File: src/rtl/rtu_frame_receiver_core_defines.svh
// Assertion macros for the frame receiver RTL.
`ifndef RTU_FRAME_RECEIVER_CORE_DEFINES_SVH
`define RTU_FRAME_RECEIVER_CORE_DEFINES_SVH

`ifndef ASSERT_OFF

// Condition holds in the same cycle as the trigger.
`define RTU_ASSERT_NOW(label, clk, rst_n, trig, cond) \
    label: assert property (@(posedge clk) disable iff (!(rst_n)) (trig) |-> (cond)) \
        else $error("rtu frame receiver: same-cycle check failed");

// Condition holds in the cycle after the trigger.
`define RTU_ASSERT_NEXT(label, clk, rst_n, trig, cond) \
    label: assert property (@(posedge clk) disable iff (!(rst_n)) (trig) |=> (cond)) \
        else $error("rtu frame receiver: next-cycle check failed");

`else

`define RTU_ASSERT_NOW(label, clk, rst_n, trig, cond)
`define RTU_ASSERT_NEXT(label, clk, rst_n, trig, cond)

`endif

`endif

File: src/rtl/rtu_rx_pkg.sv
// Types, constants and the CRC-16 byte update for the frame receiver.
`timescale 1ns / 1ps

package rtu_rx_pkg;

    typedef logic [1:0] t_mode;

    localparam t_mode MODE_TICK  = 2'd0;
    localparam t_mode MODE_BYTE  = 2'd1;
    localparam t_mode MODE_ERROR = 2'd2;
    localparam t_mode MODE_NONE  = 2'd3;

    localparam int MAX_FRAME_DEF = 256;
    localparam int MIN_FRAME_DEF = 4;

    localparam logic [15:0] GUARD_RESET = 16'd4;
    localparam logic [15:0] CRC_INIT    = 16'hFFFF;
    localparam logic [15:0] CRC_POLY    = 16'hA001;
    localparam logic [15:0] SIL_MAX     = 16'hFFFF;

    // Reflected CRC-16 update over one byte, LSB first.
    function automatic logic [15:0] crc16_feed(input logic [15:0] crc, input logic [7:0] b);
        logic [15:0] c;
        c = crc ^ {8'h00, b};
        for (int i = 0; i < 8; i++) begin
            if (c[0]) begin
                c = (c >> 1) ^ CRC_POLY;
            end else begin
                c = c >> 1;
            end
        end
        return c;
    endfunction

endpackage

File: src/rtl/rtu_frame_receiver_core.sv
// Serial-slave frame receiver: byte/tick intake, silence guard and CRC-16 check.
`timescale 1ns / 1ps
`include "rtu_frame_receiver_core_defines.svh"

// Usage
//   Input channel (i_in_valid / o_in_ready): one beat is a time tick, a received
//   byte, a line error or nothing, selected by i_mode. A line error restarts reception.
//   Output channel (o_out_valid / i_out_ready): one beat per closed frame with
//   the pass flag, the frame length (CRC included) and the received trailer.
//   Config channel (i_cfg_valid / o_cfg_ready): writes guard_ticks, the number
//   of silent ticks after the last byte that closes a frame. Always ready.
// Timing
//   A beat is taken into an input register, then handled from there against
//   the frame state; a result beat passes through the output register. One
//   beat per cycle is sustained unless a closing beat waits on a stalled output;
//   the CRC byte update and silence compare are done in the state update.
// Reset and stall
//   Reset clears the frame state, empties both registers and sets guard_ticks
//   to 4. While a result waits on a stalled output, bytes and ticks that close
//   no frame still pass; a beat that would close another frame holds in the
//   input register and blocks further input until the output drains.
module rtu_frame_receiver_core #(
    parameter int MAX_FRAME = rtu_rx_pkg::MAX_FRAME_DEF,
    parameter int MIN_FRAME = rtu_rx_pkg::MIN_FRAME_DEF
) (
    input  logic                i_clk,
    input  logic                i_rst_n,
    input  logic                i_in_valid,
    output logic                o_in_ready,
    input  rtu_rx_pkg::t_mode   i_mode,
    input  logic [7:0]          i_rx_byte,
    output logic                o_out_valid,
    input  logic                i_out_ready,
    output logic                o_frame_ok,
    output logic [8:0]          o_frame_length,
    output logic [15:0]         o_received_crc,
    input  logic                i_cfg_valid,
    output logic                o_cfg_ready,
    input  logic [15:0]         i_cfg_data
);
    import rtu_rx_pkg::*;

    localparam int CW = $clog2(MAX_FRAME + 1);

    // input register
    logic        r_s1_valid;
    t_mode       r_mode;
    logic [7:0]  r_byte;

    // frame state
    logic          r_receiving, n_receiving;
    logic [CW-1:0] r_byte_count, n_byte_count;
    logic [15:0]   r_silence, n_silence;
    logic [15:0]   r_crc, n_crc;
    logic [15:0]   r_held, n_held;
    logic [15:0]   r_guard;

    // output register
    logic        r_out_valid;
    logic        r_frame_ok;
    logic [8:0]  r_frame_length;
    logic [15:0] r_received_crc;

    logic        w_result;
    logic        w_out_free;
    logic        w_go;
    logic [15:0] w_sil_inc;
    logic [15:0] w_trailer;
    logic        w_ok;
    logic [8:0]  w_length;

    assign w_out_free = !r_out_valid || i_out_ready;
    assign w_go       = r_s1_valid && (!w_result || w_out_free);
    assign o_in_ready = !r_s1_valid || w_go;
    assign o_cfg_ready = 1'b1;

    assign w_sil_inc = (r_silence == SIL_MAX) ? r_silence : r_silence + 16'd1;
    assign w_trailer = (r_byte_count >= CW'(2)) ? {r_held[7:0], r_held[15:8]} : 16'h0000;
    assign w_ok      = (r_byte_count >= CW'(MIN_FRAME)) && (r_byte_count >= CW'(2)) &&
                       (r_crc == w_trailer);
    assign w_length  = 9'(r_byte_count);

    always_comb begin
        n_receiving  = r_receiving;
        n_byte_count = r_byte_count;
        n_silence    = r_silence;
        n_crc        = r_crc;
        n_held       = r_held;
        w_result     = 1'b0;
        unique case (r_mode)
            MODE_ERROR: begin
                n_receiving  = 1'b0;
                n_byte_count = '0;
                n_silence    = '0;
                n_crc        = CRC_INIT;
                n_held       = '0;
            end
            MODE_BYTE: begin
                n_receiving = 1'b1;
                n_silence   = '0;
                // drop bytes past the frame limit, but they still reset silence
                if (r_byte_count < CW'(MAX_FRAME)) begin
                    if (r_byte_count >= CW'(2)) begin
                        n_crc = crc16_feed(r_crc, r_held[15:8]);
                    end
                    n_held       = {r_held[7:0], r_byte};
                    n_byte_count = r_byte_count + CW'(1);
                end
            end
            MODE_TICK: begin
                if (r_receiving) begin
                    n_silence = w_sil_inc;
                    if (w_sil_inc >= r_guard) begin
                        w_result     = r_s1_valid;
                        n_receiving  = 1'b0;
                        n_byte_count = '0;
                        n_silence    = '0;
                        n_crc        = CRC_INIT;
                        n_held       = '0;
                    end
                end
            end
            MODE_NONE: begin
            end
        endcase
    end

    always_ff @(posedge i_clk) begin
        if (!i_rst_n) begin
            r_s1_valid   <= 1'b0;
            r_out_valid  <= 1'b0;
            r_receiving  <= 1'b0;
            r_byte_count <= '0;
            r_silence    <= '0;
            r_crc        <= CRC_INIT;
            r_held       <= '0;
            r_guard      <= GUARD_RESET;
        end else begin
            if (i_cfg_valid) begin
                r_guard <= i_cfg_data;
            end
            if (o_in_ready) begin
                r_s1_valid <= i_in_valid;
            end
            if (w_go) begin
                r_receiving  <= n_receiving;
                r_byte_count <= n_byte_count;
                r_silence    <= n_silence;
                r_crc        <= n_crc;
                r_held       <= n_held;
            end
            if (w_go && w_result) begin
                r_out_valid <= 1'b1;
            end else if (i_out_ready) begin
                r_out_valid <= 1'b0;
            end
        end
    end

    // payload registers, no reset
    always_ff @(posedge i_clk) begin
        if (o_in_ready && i_in_valid) begin
            r_mode <= i_mode;
            r_byte <= i_rx_byte;
        end
        if (w_go && w_result) begin
            r_frame_ok     <= w_ok;
            r_frame_length <= w_length;
            r_received_crc <= w_trailer;
        end
    end

    assign o_out_valid    = r_out_valid;
    assign o_frame_ok     = r_frame_ok;
    assign o_frame_length = r_frame_length;
    assign o_received_crc = r_received_crc;

    // no bytes are held while waiting for the first byte of a frame
    `RTU_ASSERT_NOW(a_idle_empty, i_clk, i_rst_n, !r_receiving, r_byte_count == '0)
    // a closed frame leaves a result waiting and the receiver back at waiting
    `RTU_ASSERT_NEXT(a_close_restart, i_clk, i_rst_n, w_go && w_result,
                     o_out_valid && !r_receiving)
    // the byte count stops at the frame limit
    `RTU_ASSERT_NOW(a_count_limit, i_clk, i_rst_n, 1'b1, r_byte_count <= CW'(MAX_FRAME))

endmodule

File: config.mk
export PLATFORM = sky130hd
export DESIGN_NAME = rtu_frame_receiver_core
export DESIGN_NICKNAME = d
export VERILOG_FILES = /design/src/rtl/rtu_rx_pkg.sv /design/src/rtl/rtu_frame_receiver_core.sv
export VERILOG_INCLUDE_DIRS = /design/src /design/src/rtl
export SDC_FILE = /design/constraint.sdc
export NUM_CORES = 1
export LEC_CHECK = 0
export BUFFER_PORTS_ARGS = -buffer_cell sky130_fd_sc_hd__buf_2
export CORE_UTILIZATION = 59
export CTS_CLUSTER_SIZE = 25
export DETAILED_ROUTE_END_ITERATION = 16
export GPL_ROUTABILITY_DRIVEN = 0
export PLACE_DENSITY_LB_ADDON = 0.3
export SLEW_MARGIN = 30
export SYNTH_ARGS = -nofsm -noshare
export SYNTH_HDL_FRONTEND = slang
export SYNTH_SLANG_ARGS = --single-unit
File: constraint.sdc
create_clock -name i_clk -period 5.4 [get_ports i_clk]
set_clock_uncertainty 0.15 [all_clocks]
set_input_delay 1.62 -clock i_clk [delete_from_list [all_inputs] [get_ports i_clk]]
set_output_delay 1.62 -clock i_clk [all_outputs]
set_load 0.005 [all_outputs]
==> Yosys cells after proc, flatten, opt, wreduce, memory -nomap -nowiden <==
Index checks and enable logic that the tools add are counted.
{ "word_totals": {"reg_bits": 112, "inputBits": 31, "output_inout_bits": 29, "elab_cells": 111} }
{ "classes": {"addsub": 2, "n_lt_le_gt_ge": 4, "eq_ne": 8, "n_mux": 55, "bitwise": 9, "n_reduce_logical": 20} }
{ "ops": {"columns": ["operator", "count"], "rows": [
  ["two-way mux 16 bit", 40],
  ["case mux 16 bit (3 select lines)", 2],
  ["case mux 16 bit (2 select lines)", 1],
  ["two-way mux 9 bit", 3],
  ["case mux 9 bit (3 select lines)", 1],
  ["NOT 2 -> 3 bit", 8],
  ["adder 16 x 1 -> 16 bit (second input constant)", 1],
  ["== test 16 bit", 1],
  ["== test 16 bit (second input constant)", 1],
  [">= comparator 16 bit", 1],
  ["bitwise XOR 16 x 8 -> 16 bit", 1],
  ["adder 9 x 1 -> 9 bit (second input constant)", 1],
  [">= comparator 9 x 2 -> 1 bit (second input constant)", 1],
  [">= comparator 9 x 3 -> 1 bit (second input constant)", 1],
  ["< comparator 9 bit (second input constant)", 1],
  ["!= test 2 bit (second input constant)", 4],
  ["two-way mux 1 bit", 7],
  ["AND reduction 6 bit", 1],
  ["logical AND 1 bit", 5],
  ["AND reduction 5 bit", 1],
  ["nonzero test 2 bit", 2],
  ["zero test 1 bit", 3],
  ["logical OR 1 bit", 3],
  ["case mux 1 bit (3 select lines)", 1],
  ["other kinds (7)", 7]
]} }

==> Longest topological paths before layout <==
Gate-level depths: netlist of run 1.
{ "logic_depth": {"word_depth": 41, "mapped_depth": 18, "depth_no_buf": 15} }

==> Least setup slack after synthesis of run 1 <==
OpenSTA, ideal clock, no wires.
{ "synth_timing": {"kind": "register to output", "startpoint": "register r_silence[7]", "endpoint": "output port o_in_ready", "arrival_time_ps": 2961, "required_ps": 3630, "setup_slack_ps": 669, "path_stages_with_launch": 14, "n_path_buf": 2, "path_cell_list": "dfxtp_1 > clkbuf_1 > and4_1 > nand4_1 > o21ai_0 > nor2_1 > xor2_1 > ha_1 > nand2_1 > nor3_2 > nand3_1 > a31oi_1 > clkbuf_1 > inv_1"} }
{ "synth_between": {"elab_chain_cells": 10, "word_cells_on_any_way": 11, "classes_between": "add/sub: 1; order compare: 1; eq/ne: 1; mux: 4; reduce/logical: 4"} }
{ "synth_lines": {"columns": ["item", "line_no", "source"], "rows": [
  ["start, declared", "rtu_frame_receiver_core.sv:53", "logic [15:0] r_silence, n_silence;"],
  ["start signal, assigned", "rtu_frame_receiver_core.sv:148", "r_silence <= n_silence;"],
  ["adder 16 x 1 -> 16 bit / == test 16 bit (equally long branches)", "rtu_frame_receiver_core.sv:77", "assign w_sil_inc = (r_silence == SIL_MAX) ? r_silence : r_silence + 16'd1;"],
  ["two-way mux 16 bit (*)", "rtu_frame_receiver_core.sv:77", null],
  [">= comparator 16 bit (*)", "rtu_frame_receiver_core.sv:113", "if (w_sil_inc >= r_guard) begin"],
  ["two-way mux 1 bit (*)", "rtu_frame_receiver_core.sv:113", null],
  ["two-way mux 1 bit (*)", "rtu_frame_receiver_core.sv:111", "if (r_receiving) begin"],
  ["two-way mux 1 bit (*)", "rtu_frame_receiver_core.sv:90", "unique case (r_mode)"],
  ["zero test 1 bit (*)", "rtu_frame_receiver_core.sv:73", "assign w_go = r_s1_valid && (!w_result || w_out_free);"],
  ["logical OR 1 bit (*)", "rtu_frame_receiver_core.sv:73", null],
  ["logical AND 1 bit (*)", "rtu_frame_receiver_core.sv:73", null],
  ["logical OR 1 bit (*)", "rtu_frame_receiver_core.sv:74", "assign o_in_ready = !r_s1_valid || w_go;"],
  ["end, declared", "rtu_frame_receiver_core.sv:29", "output logic o_in_ready,"]
]} }
Every way passes the cells marked *; elsewhere a longest branch is shown, timed or not.

==> Final worst setup path of run 1 <==
{ "layout_timing": {"startpoint": "register r_silence[0]", "endpoint": "output port o_in_ready"} }
The elaborated chain is that of the path after synthesis.

==> flow_results.org, run 1 <==
** Run status
- The run finished, with violations left.
- Violations in the final reports :: design-rule violations

** Setup path
- STA classifies the critical path endpoint as an output pin.
- Startpoint kind of the worst setup timing path :: flop
- Data arrival time of the critical path :: 3.29 ns
- Required time worst endpoint :: 3.63 ns
- Crit Path Category :: flop to output pin
- Of all nets on the critical path, the largest fanout is 5.

** Die
- Core Area :: 8810 µm²
- Once the floorplan was initialized, standard cells occupied 61.3% of the core.
- Die extent in x :: 97.6 µm
- The floorplan step defined a die boundary enclosing 9530 µm².
- Height of the die :: 97.6 µm
- I/O pins :: 60
- After floorplanning, the core was divided into 34 placement rows.

** Global routing
- Global-route wire length before repair :: 18.7 mm
- The initial antenna violation count is 0.
- Total routing usage reported by global routing :: 24.2%
- Largest net degree at the start of global routing :: 53
- The via count of the first global-routing pass was 3954.
- Grt ovf :: 0

** Clock network
- Insertion delay to the later sink of the worst-skew pair :: 0.37 ns
- The H-tree was split into 3 levels.
- The number of hold buffers added after CTS was 0.
- The tree is rooted in a clkbuf_8.
- The clock passes through at most 2 buffers.
- TritonCTS sink count :: 112
- After clock tree synthesis, the clock-pin slew on the worst setup and hold paths is 0.10 ns.
- TritonCTS built the clock tree.
- CTS Buf Count :: 9
- Total setup buffers inserted after CTS :: 0

** Layout
- Final layout net count :: 670
- Antenna cells :: 0
- Fill cell instance count of the final layout :: 686
- Relative to the synthesized area, the layout overhead comes to 10.3%.
- In the final layout, the share of cells above drive strength 1 is 14.9%.

** Synthesis
- In the synthesized netlist the async set-or-reset flop fraction comes to 0%.
- In this run, synthesis inferred 36 flip-flops with an integrated enable.
- For this run, the leading register cell type out of synthesis is dfxtp_1.
- In this run, synthesis produced a sequential element count of 112.
- Multiplexer share of the synthesized area :: 3.41%
- Parity-gate share of the synthesized area counting xor and xnor cells :: 7.17%
- Synthesized instance count :: 570
- Synth Area in Simple Gates :: 21.7%
- Portion of the post-synthesis area used by sequential elements :: 48.2%
- Adder-cell area share of the yosys netlist :: 4.41%
- Of the post-synthesis cell area, the dominant cell type holds 28.2%.
- Post-synth cell types :: 50
- Compound-Gate Fraction of Synth Area :: 11.5%
- Ranked by total cell area, the synthesized netlist is headed by dfxtp_1 28%, edfxtp_1 20%, nand2_1 5.5%.
- The biggest area contributor in the post-synthesis netlist is dfxtp_1.
- After synthesis, the largest family of logic cells by area is simple AND/OR/NAND/NOR gates.
- After synthesis, the mean cell area works out to 9.47 µm².
- Post-synthesis instance area :: 5400 µm²
- Counting every net in the synthesized netlist gives 620.
- Number of warnings reported in the yosys synthesis log :: 0

** Routing
- Via count normalized by instance count :: 5.83
- Antenna-violating nets left :: 0
- Final Routed Wirelength :: 11.2 mm
- Drt pass-1 iters :: 11
- WL/cell :: 15.2 µm
- The detailed router placed 4271 vias in this run.
- Violation count after the first detailed-route iteration :: 272
- For this run, design rule violations remaining after detail routing come to 6.

** STA
- Part of the cycle the worst path needs :: 93.7%
- Post-route minimum period :: 5.06 ns
- Number of failing hold endpoints at the final stage :: 0
- Slew @ Worst Pin :: 0.867 ns
- Setup ws final :: 0.338 ns
- Max-slew violation total from the final report :: 0
- Measured against its own limit, the worst slew margin works out to 41.8%.
- Sum Neg Setup Slack :: 0 ns
- Setup repair after global routing missed its margin :: false
- Hold slack final :: 0.341 ns
- Static timing analysis puts the maximum clock frequency at 198 MHz.
- Setup violations remaining at the end of the flow were counted as 0.

** Pwr
- Gate power share :: 6.0%
- Net switching is 24.1% of the power.
- In this run, the clock network consumes 32.0% of the power.
- Power Density :: 241 nW/µm²
- VDD sags by at most 162 µV.
- The internal power of the cells totals 1090 µW.
- Power dissipated by switching net loads :: 346 µW
- In this run the static leakage power is 0.00212 µW.
- The share of total power dissipated in sequential elements is 62.0%.

** Hold path
- Hold Crit Class :: flop to flop

** Run
- The tool flagged a number of max-cap violations equal to 0.

** Place
- Before CTS, the worst setup slack after placement is 0.583 ns.
- DPL Wire Length :: 8.02 mm
- Buffers placed on the I/O ports in this run total 58.
-- cell type report --
cell class / instances / area (µm²) / share of cell area, %
sequential: 112 / 2600 / 43.7
multi-input combinational: 410 / 2610 / 43.9
clock buffer: 10 / 128 / 2.14
inverter: 23 / 86.3 / 1.45
tap: 108 / 135 / 2.27
clock inverter: 6 / 52.6 / 0.883
timing repair buffer: 64 / 335 / 5.63
-- per-layer routing --
layer	track usage [%]	up-vias	wire, µm
li1	-	2094	-
met1	33.2	2028	5120
met2	39.6	126	5310
met3	4.89	23	577
met4	5.83	0	148
met5	0	-	0
-- cells in the final DEF (no fill, tap or decap), types with 3 or more instances in the layout --
| cell | instances |
|---|---|
| xnor2_1 | 23 |
| inv_6 | 3 |
| nor3_1 | 8 |
| o21a_1 | 3 |
| nand4_1 | 10 |
| nor4_1 | 6 |
| inv_1 | 23 |
| a21oi_1 | 28 |
| xor2_1 | 16 |
| mux2i_1 | 15 |
| nor2b_1 | 35 |
| o22ai_1 | 14 |
| a21boi_0 | 14 |
| a31oi_1 | 7 |
| clkbuf_8 | 9 |
| or4_1 | 3 |
| mux2_2 | 3 |
| ha_1 | 19 |
| nor2_1 | 39 |
| o21ai_0 | 15 |
| nor4bb_1 | 4 |
| buf_4 | 6 |
| o32ai_1 | 4 |
| dfxtp_1 | 76 |
| buf_2 | 58 |
| edfxtp_1 | 36 |
| nand3b_1 | 3 |
| nand3_1 | 21 |
| and3_1 | 5 |
| nand2b_1 | 4 |
| nand2_1 | 79 |
-- cells in the mapped netlist (3+ instances only) --
library cell and n:
o21ai_0 16, nor2b_1 36, nand2b_1 4, a21boi_0 14, a31oi_1 7, inv_1 23
clkbuf_1 19, or4_1 3, o22ai_1 14, o32ai_1 4, mux2i_1 15, o21a_1 3
xor2_1 16, nand2_1 79, nand3_1 21, ha_1 19, and3_1 5, nor4bb_1 4
buf_2 5, dfxtp_1 76, nor4_1 6, nor3_1 8, a21oi_1 28, nand3b_1 3
nor2_1 40, nand4_1 10, edfxtp_1 36, xnor2_1 23, mux2_2 3
-- critical path: stages (launching register included) --
cell     delay (ns)
dfxtp_1        0.42
ha_1           0.18
and3_1         0.20
nand4_1        0.18
o21ai_0        0.32
nor2_1         0.13
nand3_1        0.13
xnor2_1        0.09
ha_1           0.32
nand3_1        0.09
nor3_1         0.23
nand3_1        0.17
a31oi_1        0.27
inv_1          0.08
buf_2          0.13
-- power by group through the flow --
stage,logic [µW],registers [µW],clock network [µW]
floorplan,61.6,906,0
global placement,81.8,910,0
detailed placement,85.4,911,0
CTS,85.8,891,471
global route,96.2,893,503
finish,85.9,891,460
-- cell families (layout without fill, tap and decap cells) --
logic type,Yosys count,in the layout
AO/OA/AOI/OAI,98,98
XOR/XNOR,41,41
adder cells (fa/ha/maj),19,19
buffers and inverters,48,103
flip-flops,112,112
multiplexers,18,18
other,1,1
AND/OR/NAND/NOR,233,233
-- state kept, by name, summed over array words and instances (netlist names) --
| register | cells |
|---|---|
| r_mode | 2 |
| r_receiving | 1 |
| r_s1_valid | 1 |
| o_received_crc | 16 |
| r_crc | 16 |
| o_frame_ok | 1 |
| o_frame_length | 9 |
| r_byte_count | 9 |
| r_guard | 16 |
| r_held | 16 |
| r_byte | 8 |
| r_silence | 16 |
| o_out_valid | 1 |
-- stage by stage --
step           instances  cell area (µm²)  total power (µW)  utilization, %
3_5_place_dp         717             5770               996            65.5
6_report             733             5950              1440            67.6
4_1_cts              733             5950              1450            67.6
3_3_place_gp         717             5760               991            65.5
2_1_floorplan        570             5400               968               -
5_1_grt              733             5950              1490            67.6
-- path summary, 6_finish.rpt --
kind / start / endpoint / slack, ns / depth (start not counted)
worst max-delay path: r_silence[0] / o_in_ready / 0.34 / 14
worst min-delay path: r_held[5] / r_held[13] / 0.34 / 2
worst max register to register: r_silence[0] / r_held[5] / 0.60 / 14
worst min register to register: r_held[5] / r_held[13] / 0.34 / 2
-- repair_timing --
action / CTS / global route
hold endpoints to repair: 0 / 0
setup endpoints to repair: 0 / 1
resized for setup: 0 / 1
No activity file was read; power rests on OpenSTA's default activity.
==> run 2: changes to the inputs <==
--- a/config.mk
+++ b/config.mk
@@ -7,11 +7,11 @@
 export NUM_CORES = 1
 export LEC_CHECK = 0
 export BUFFER_PORTS_ARGS = -buffer_cell sky130_fd_sc_hd__buf_2
-export CORE_UTILIZATION = 59
+export CORE_UTILIZATION = 45
 export CTS_CLUSTER_SIZE = 25
 export DETAILED_ROUTE_END_ITERATION = 16
 export GPL_ROUTABILITY_DRIVEN = 0
-export PLACE_DENSITY_LB_ADDON = 0.3
+export PLACE_DENSITY = 0.6
 export SLEW_MARGIN = 30
 export SYNTH_ARGS = -nofsm -noshare
 export SYNTH_HDL_FRONTEND = slang
==> flow_results.org, run 2 (same netlist as run 1, synthesis figures left out) <==
** Run status
- Result of the run :: complete, but fails checks
- The final reports fail on design-rule violations.

** Global routing
- Largest net degree at the start of global routing :: 53
- Via count of the first global-routing pass :: 3831
- Antenna violations before repair :: 0
- The first global-routing pass estimated 18.7 mm of wire.
- Summed over all layers, the global routing overflow is 0.
- Across every metal layer, demand over resource in global routing totals 18.9%.

** STA
- Slew @ Worst Pin :: 0.972 ns
- Setup violations remaining at the end of the flow were counted as 0.
- Hold is met by 0.319 ns.
- The final count of pins violating max slew came to 0.
- Max-Slew Margin vs Limit :: 35.1%
- Summed over all failing endpoints, the final setup total negative slack is 0 ns.
- Of the available clock period, the critical path in the final layout requires 93.3%.
- Number of failing hold endpoints at the final stage :: 0
- For this run, the top clock speed supported by timing is 199 MHz.
- Setup repair after global routing missed its margin :: false
- Post-route minimum period :: 5.04 ns

** Routing
- WL/cell :: 14.8 µm
- The final layout contains routed wiring with a total length of 11.4 mm.
- In the routed design, unresolved DRC markers number 8.
- The first TritonRoute pass finished after 10 iterations.
- In the routed layout, each cell is associated on average with a via count of 5.36.
- The detailed router finished its first iteration with 305 violations.
- The routed layout has 4126 vias.
- Antenna-violating nets left :: 0

** Run
- Max-cap violations in this run came to 0.

** Setup path
- STA classifies the critical path endpoint as an output pin.
- In this run the critical register-to-register path is captured at r_silence[11].
- The worst setup path is launched from a flop.
- Crit Path Category :: flop to output pin
- Required time worst endpoint :: 3.63 ns
- Flop-to-flop setup slack :: 0.94 ns
- Data arrives at the worst endpoint at 3.27 ns.
- Critical path capture point :: o_in_ready
- Along the worst path, the maximum fanout reaches 7.
- The most critical setup path has its startpoint at r_silence[0].
- The number of cells on the worst reg-to-reg path is 13.
- Launch point of the worst reg-to-reg path :: r_silence[0]

** Clock network
- CTS-repair resized insts :: 0
- In this run the clock root is driven by a clkbuf_16.
- TritonCTS sink count :: 112
- Deepest level of the CTS H-tree :: 3
- Quantity of hold-fixing buffers added after cts :: 0
- CTS clock-pin slew for the worst setup and hold paths :: 0.08 ns
- CTS Buf Count :: 9
- Counting along the longest clock path gives a buffer depth of 2.
- Insertion delay to the later sink of the worst-skew pair :: 0.35 ns
- In this run the post-CTS setup repair buffer count came out at 0.
- Clock tree from TritonCTS :: yes

** Layout
- Of the cells placed in the final design, the portion with a size suffix greater than 1 is 15.0%.
- Leaving out fill and tap cells, the most frequent cell in the layout is nand2_1.
- The final layout contains 672 nets.
- Area added between synthesis and finish :: 13.1%
- The repair_antennas step left the layout with diodes totalling 0.
- In the layout the commonest cells are 79 x nand2_1, 76 x dfxtp_1, 58 x buf_2.
- Share of the core filled with cells in the final layout :: 52.8%
- Final Instance Area :: 6100 µm²

** Place
- Area of placed instances :: 5820 µm²
- Port bufs :: 58
- DPL Wire Length :: 8.05 mm

** Die
- In this run the vertical extent of the chip is 111 µm.
- The die is 111 µm wide.
- In this run the count of I/O pins placed on the die edge is 60.
- The core region is 11600 µm².
- Number of placement rows :: 39
- For this configuration, the core starts out at a cell density of 46.7%.
- Full die area :: 12400 µm²

** Pwr
- Worst vdd ir :: 185 µV
- Leakage power of the design :: 0.00217 µW
- Power Density :: 264 nW/µm²
- Overall power of the completed layout :: 1610 µW

** Hold path
- Hold Crit Class :: flop to flop
run 2: cell count changes in the layout (fill, tap and decap cells not counted), sizes merged:
| cell | delta |
|---|---|
| buf | +2 |
| clkinvlp | +2 |
| clkinv | -2 |
run 2: layout make-up:
cell class                      count  area (µm²)
Multi-Input combinational cell    410        2610
Fill cell                        1068        5460
Sequential cell                   112        2600
Clock inverter                      6        48.8
Tap cell                          143         179
Inverter                           23        86.3
Timing Repair Buffer               66         350
Clock buffer                       10         229
run 2: critical path, cell delays in order, from the launching register on:
cell and delay, ns:
dfxtp_1 0.41, ha_1 0.19, and3_1 0.20, nand4_1 0.20, or2_2 0.43, xnor2_1 0.21
ha_1 0.26, nand2b_1 0.13, a2111o_1 0.42, nand3_1 0.15, a31oi_1 0.13, inv_1 0.08
buf_2 0.11
run 2: routing by layer:
metal | part of all wire [%] | GRT usage [%] | up-vias
li1 | - | - | 2103
met1 | 49 | 26.4 | 1925
met2 | 45 | 28.8 | 86
met3 | 3.8 | 3.97 | 12
met4 | 1.5 | 7.03 | 0
met5 | 0 | 0 | -
run 2: through the flow:
stage          cells  setup slack, ns
2_1_floorplan    570            0.669
3_3_place_gp     754            0.734
3_5_place_dp     754            0.653
4_1_cts          770            0.274
5_1_grt          770           0.0971
6_report         770            0.363
run 2: how the worst min path moves through the flow:
stage	startpoint	endpoint	slack (ns)	cells past startpoint
floorplan	r_held[5]	r_held[13]	0.29	2
global placement	r_held[5]	r_held[13]	0.30	2
detailed placement	r_held[5]	r_held[13]	0.31	2
CTS	r_held[5]	r_held[13]	0.33	2
global route	r_held[5]	r_held[5]	0.36	2
finish	r_held[5]	r_held[13]	0.32	2
run 2: where the power goes:
| group | switching, µW | total [µW] | internal (µW) |
|---|---|---|---|
| logic | 51.1 | 87.1 | 36.1 |
| clock network | 313 | 633 | 319 |
| registers | 11.6 | 891 | 879 |
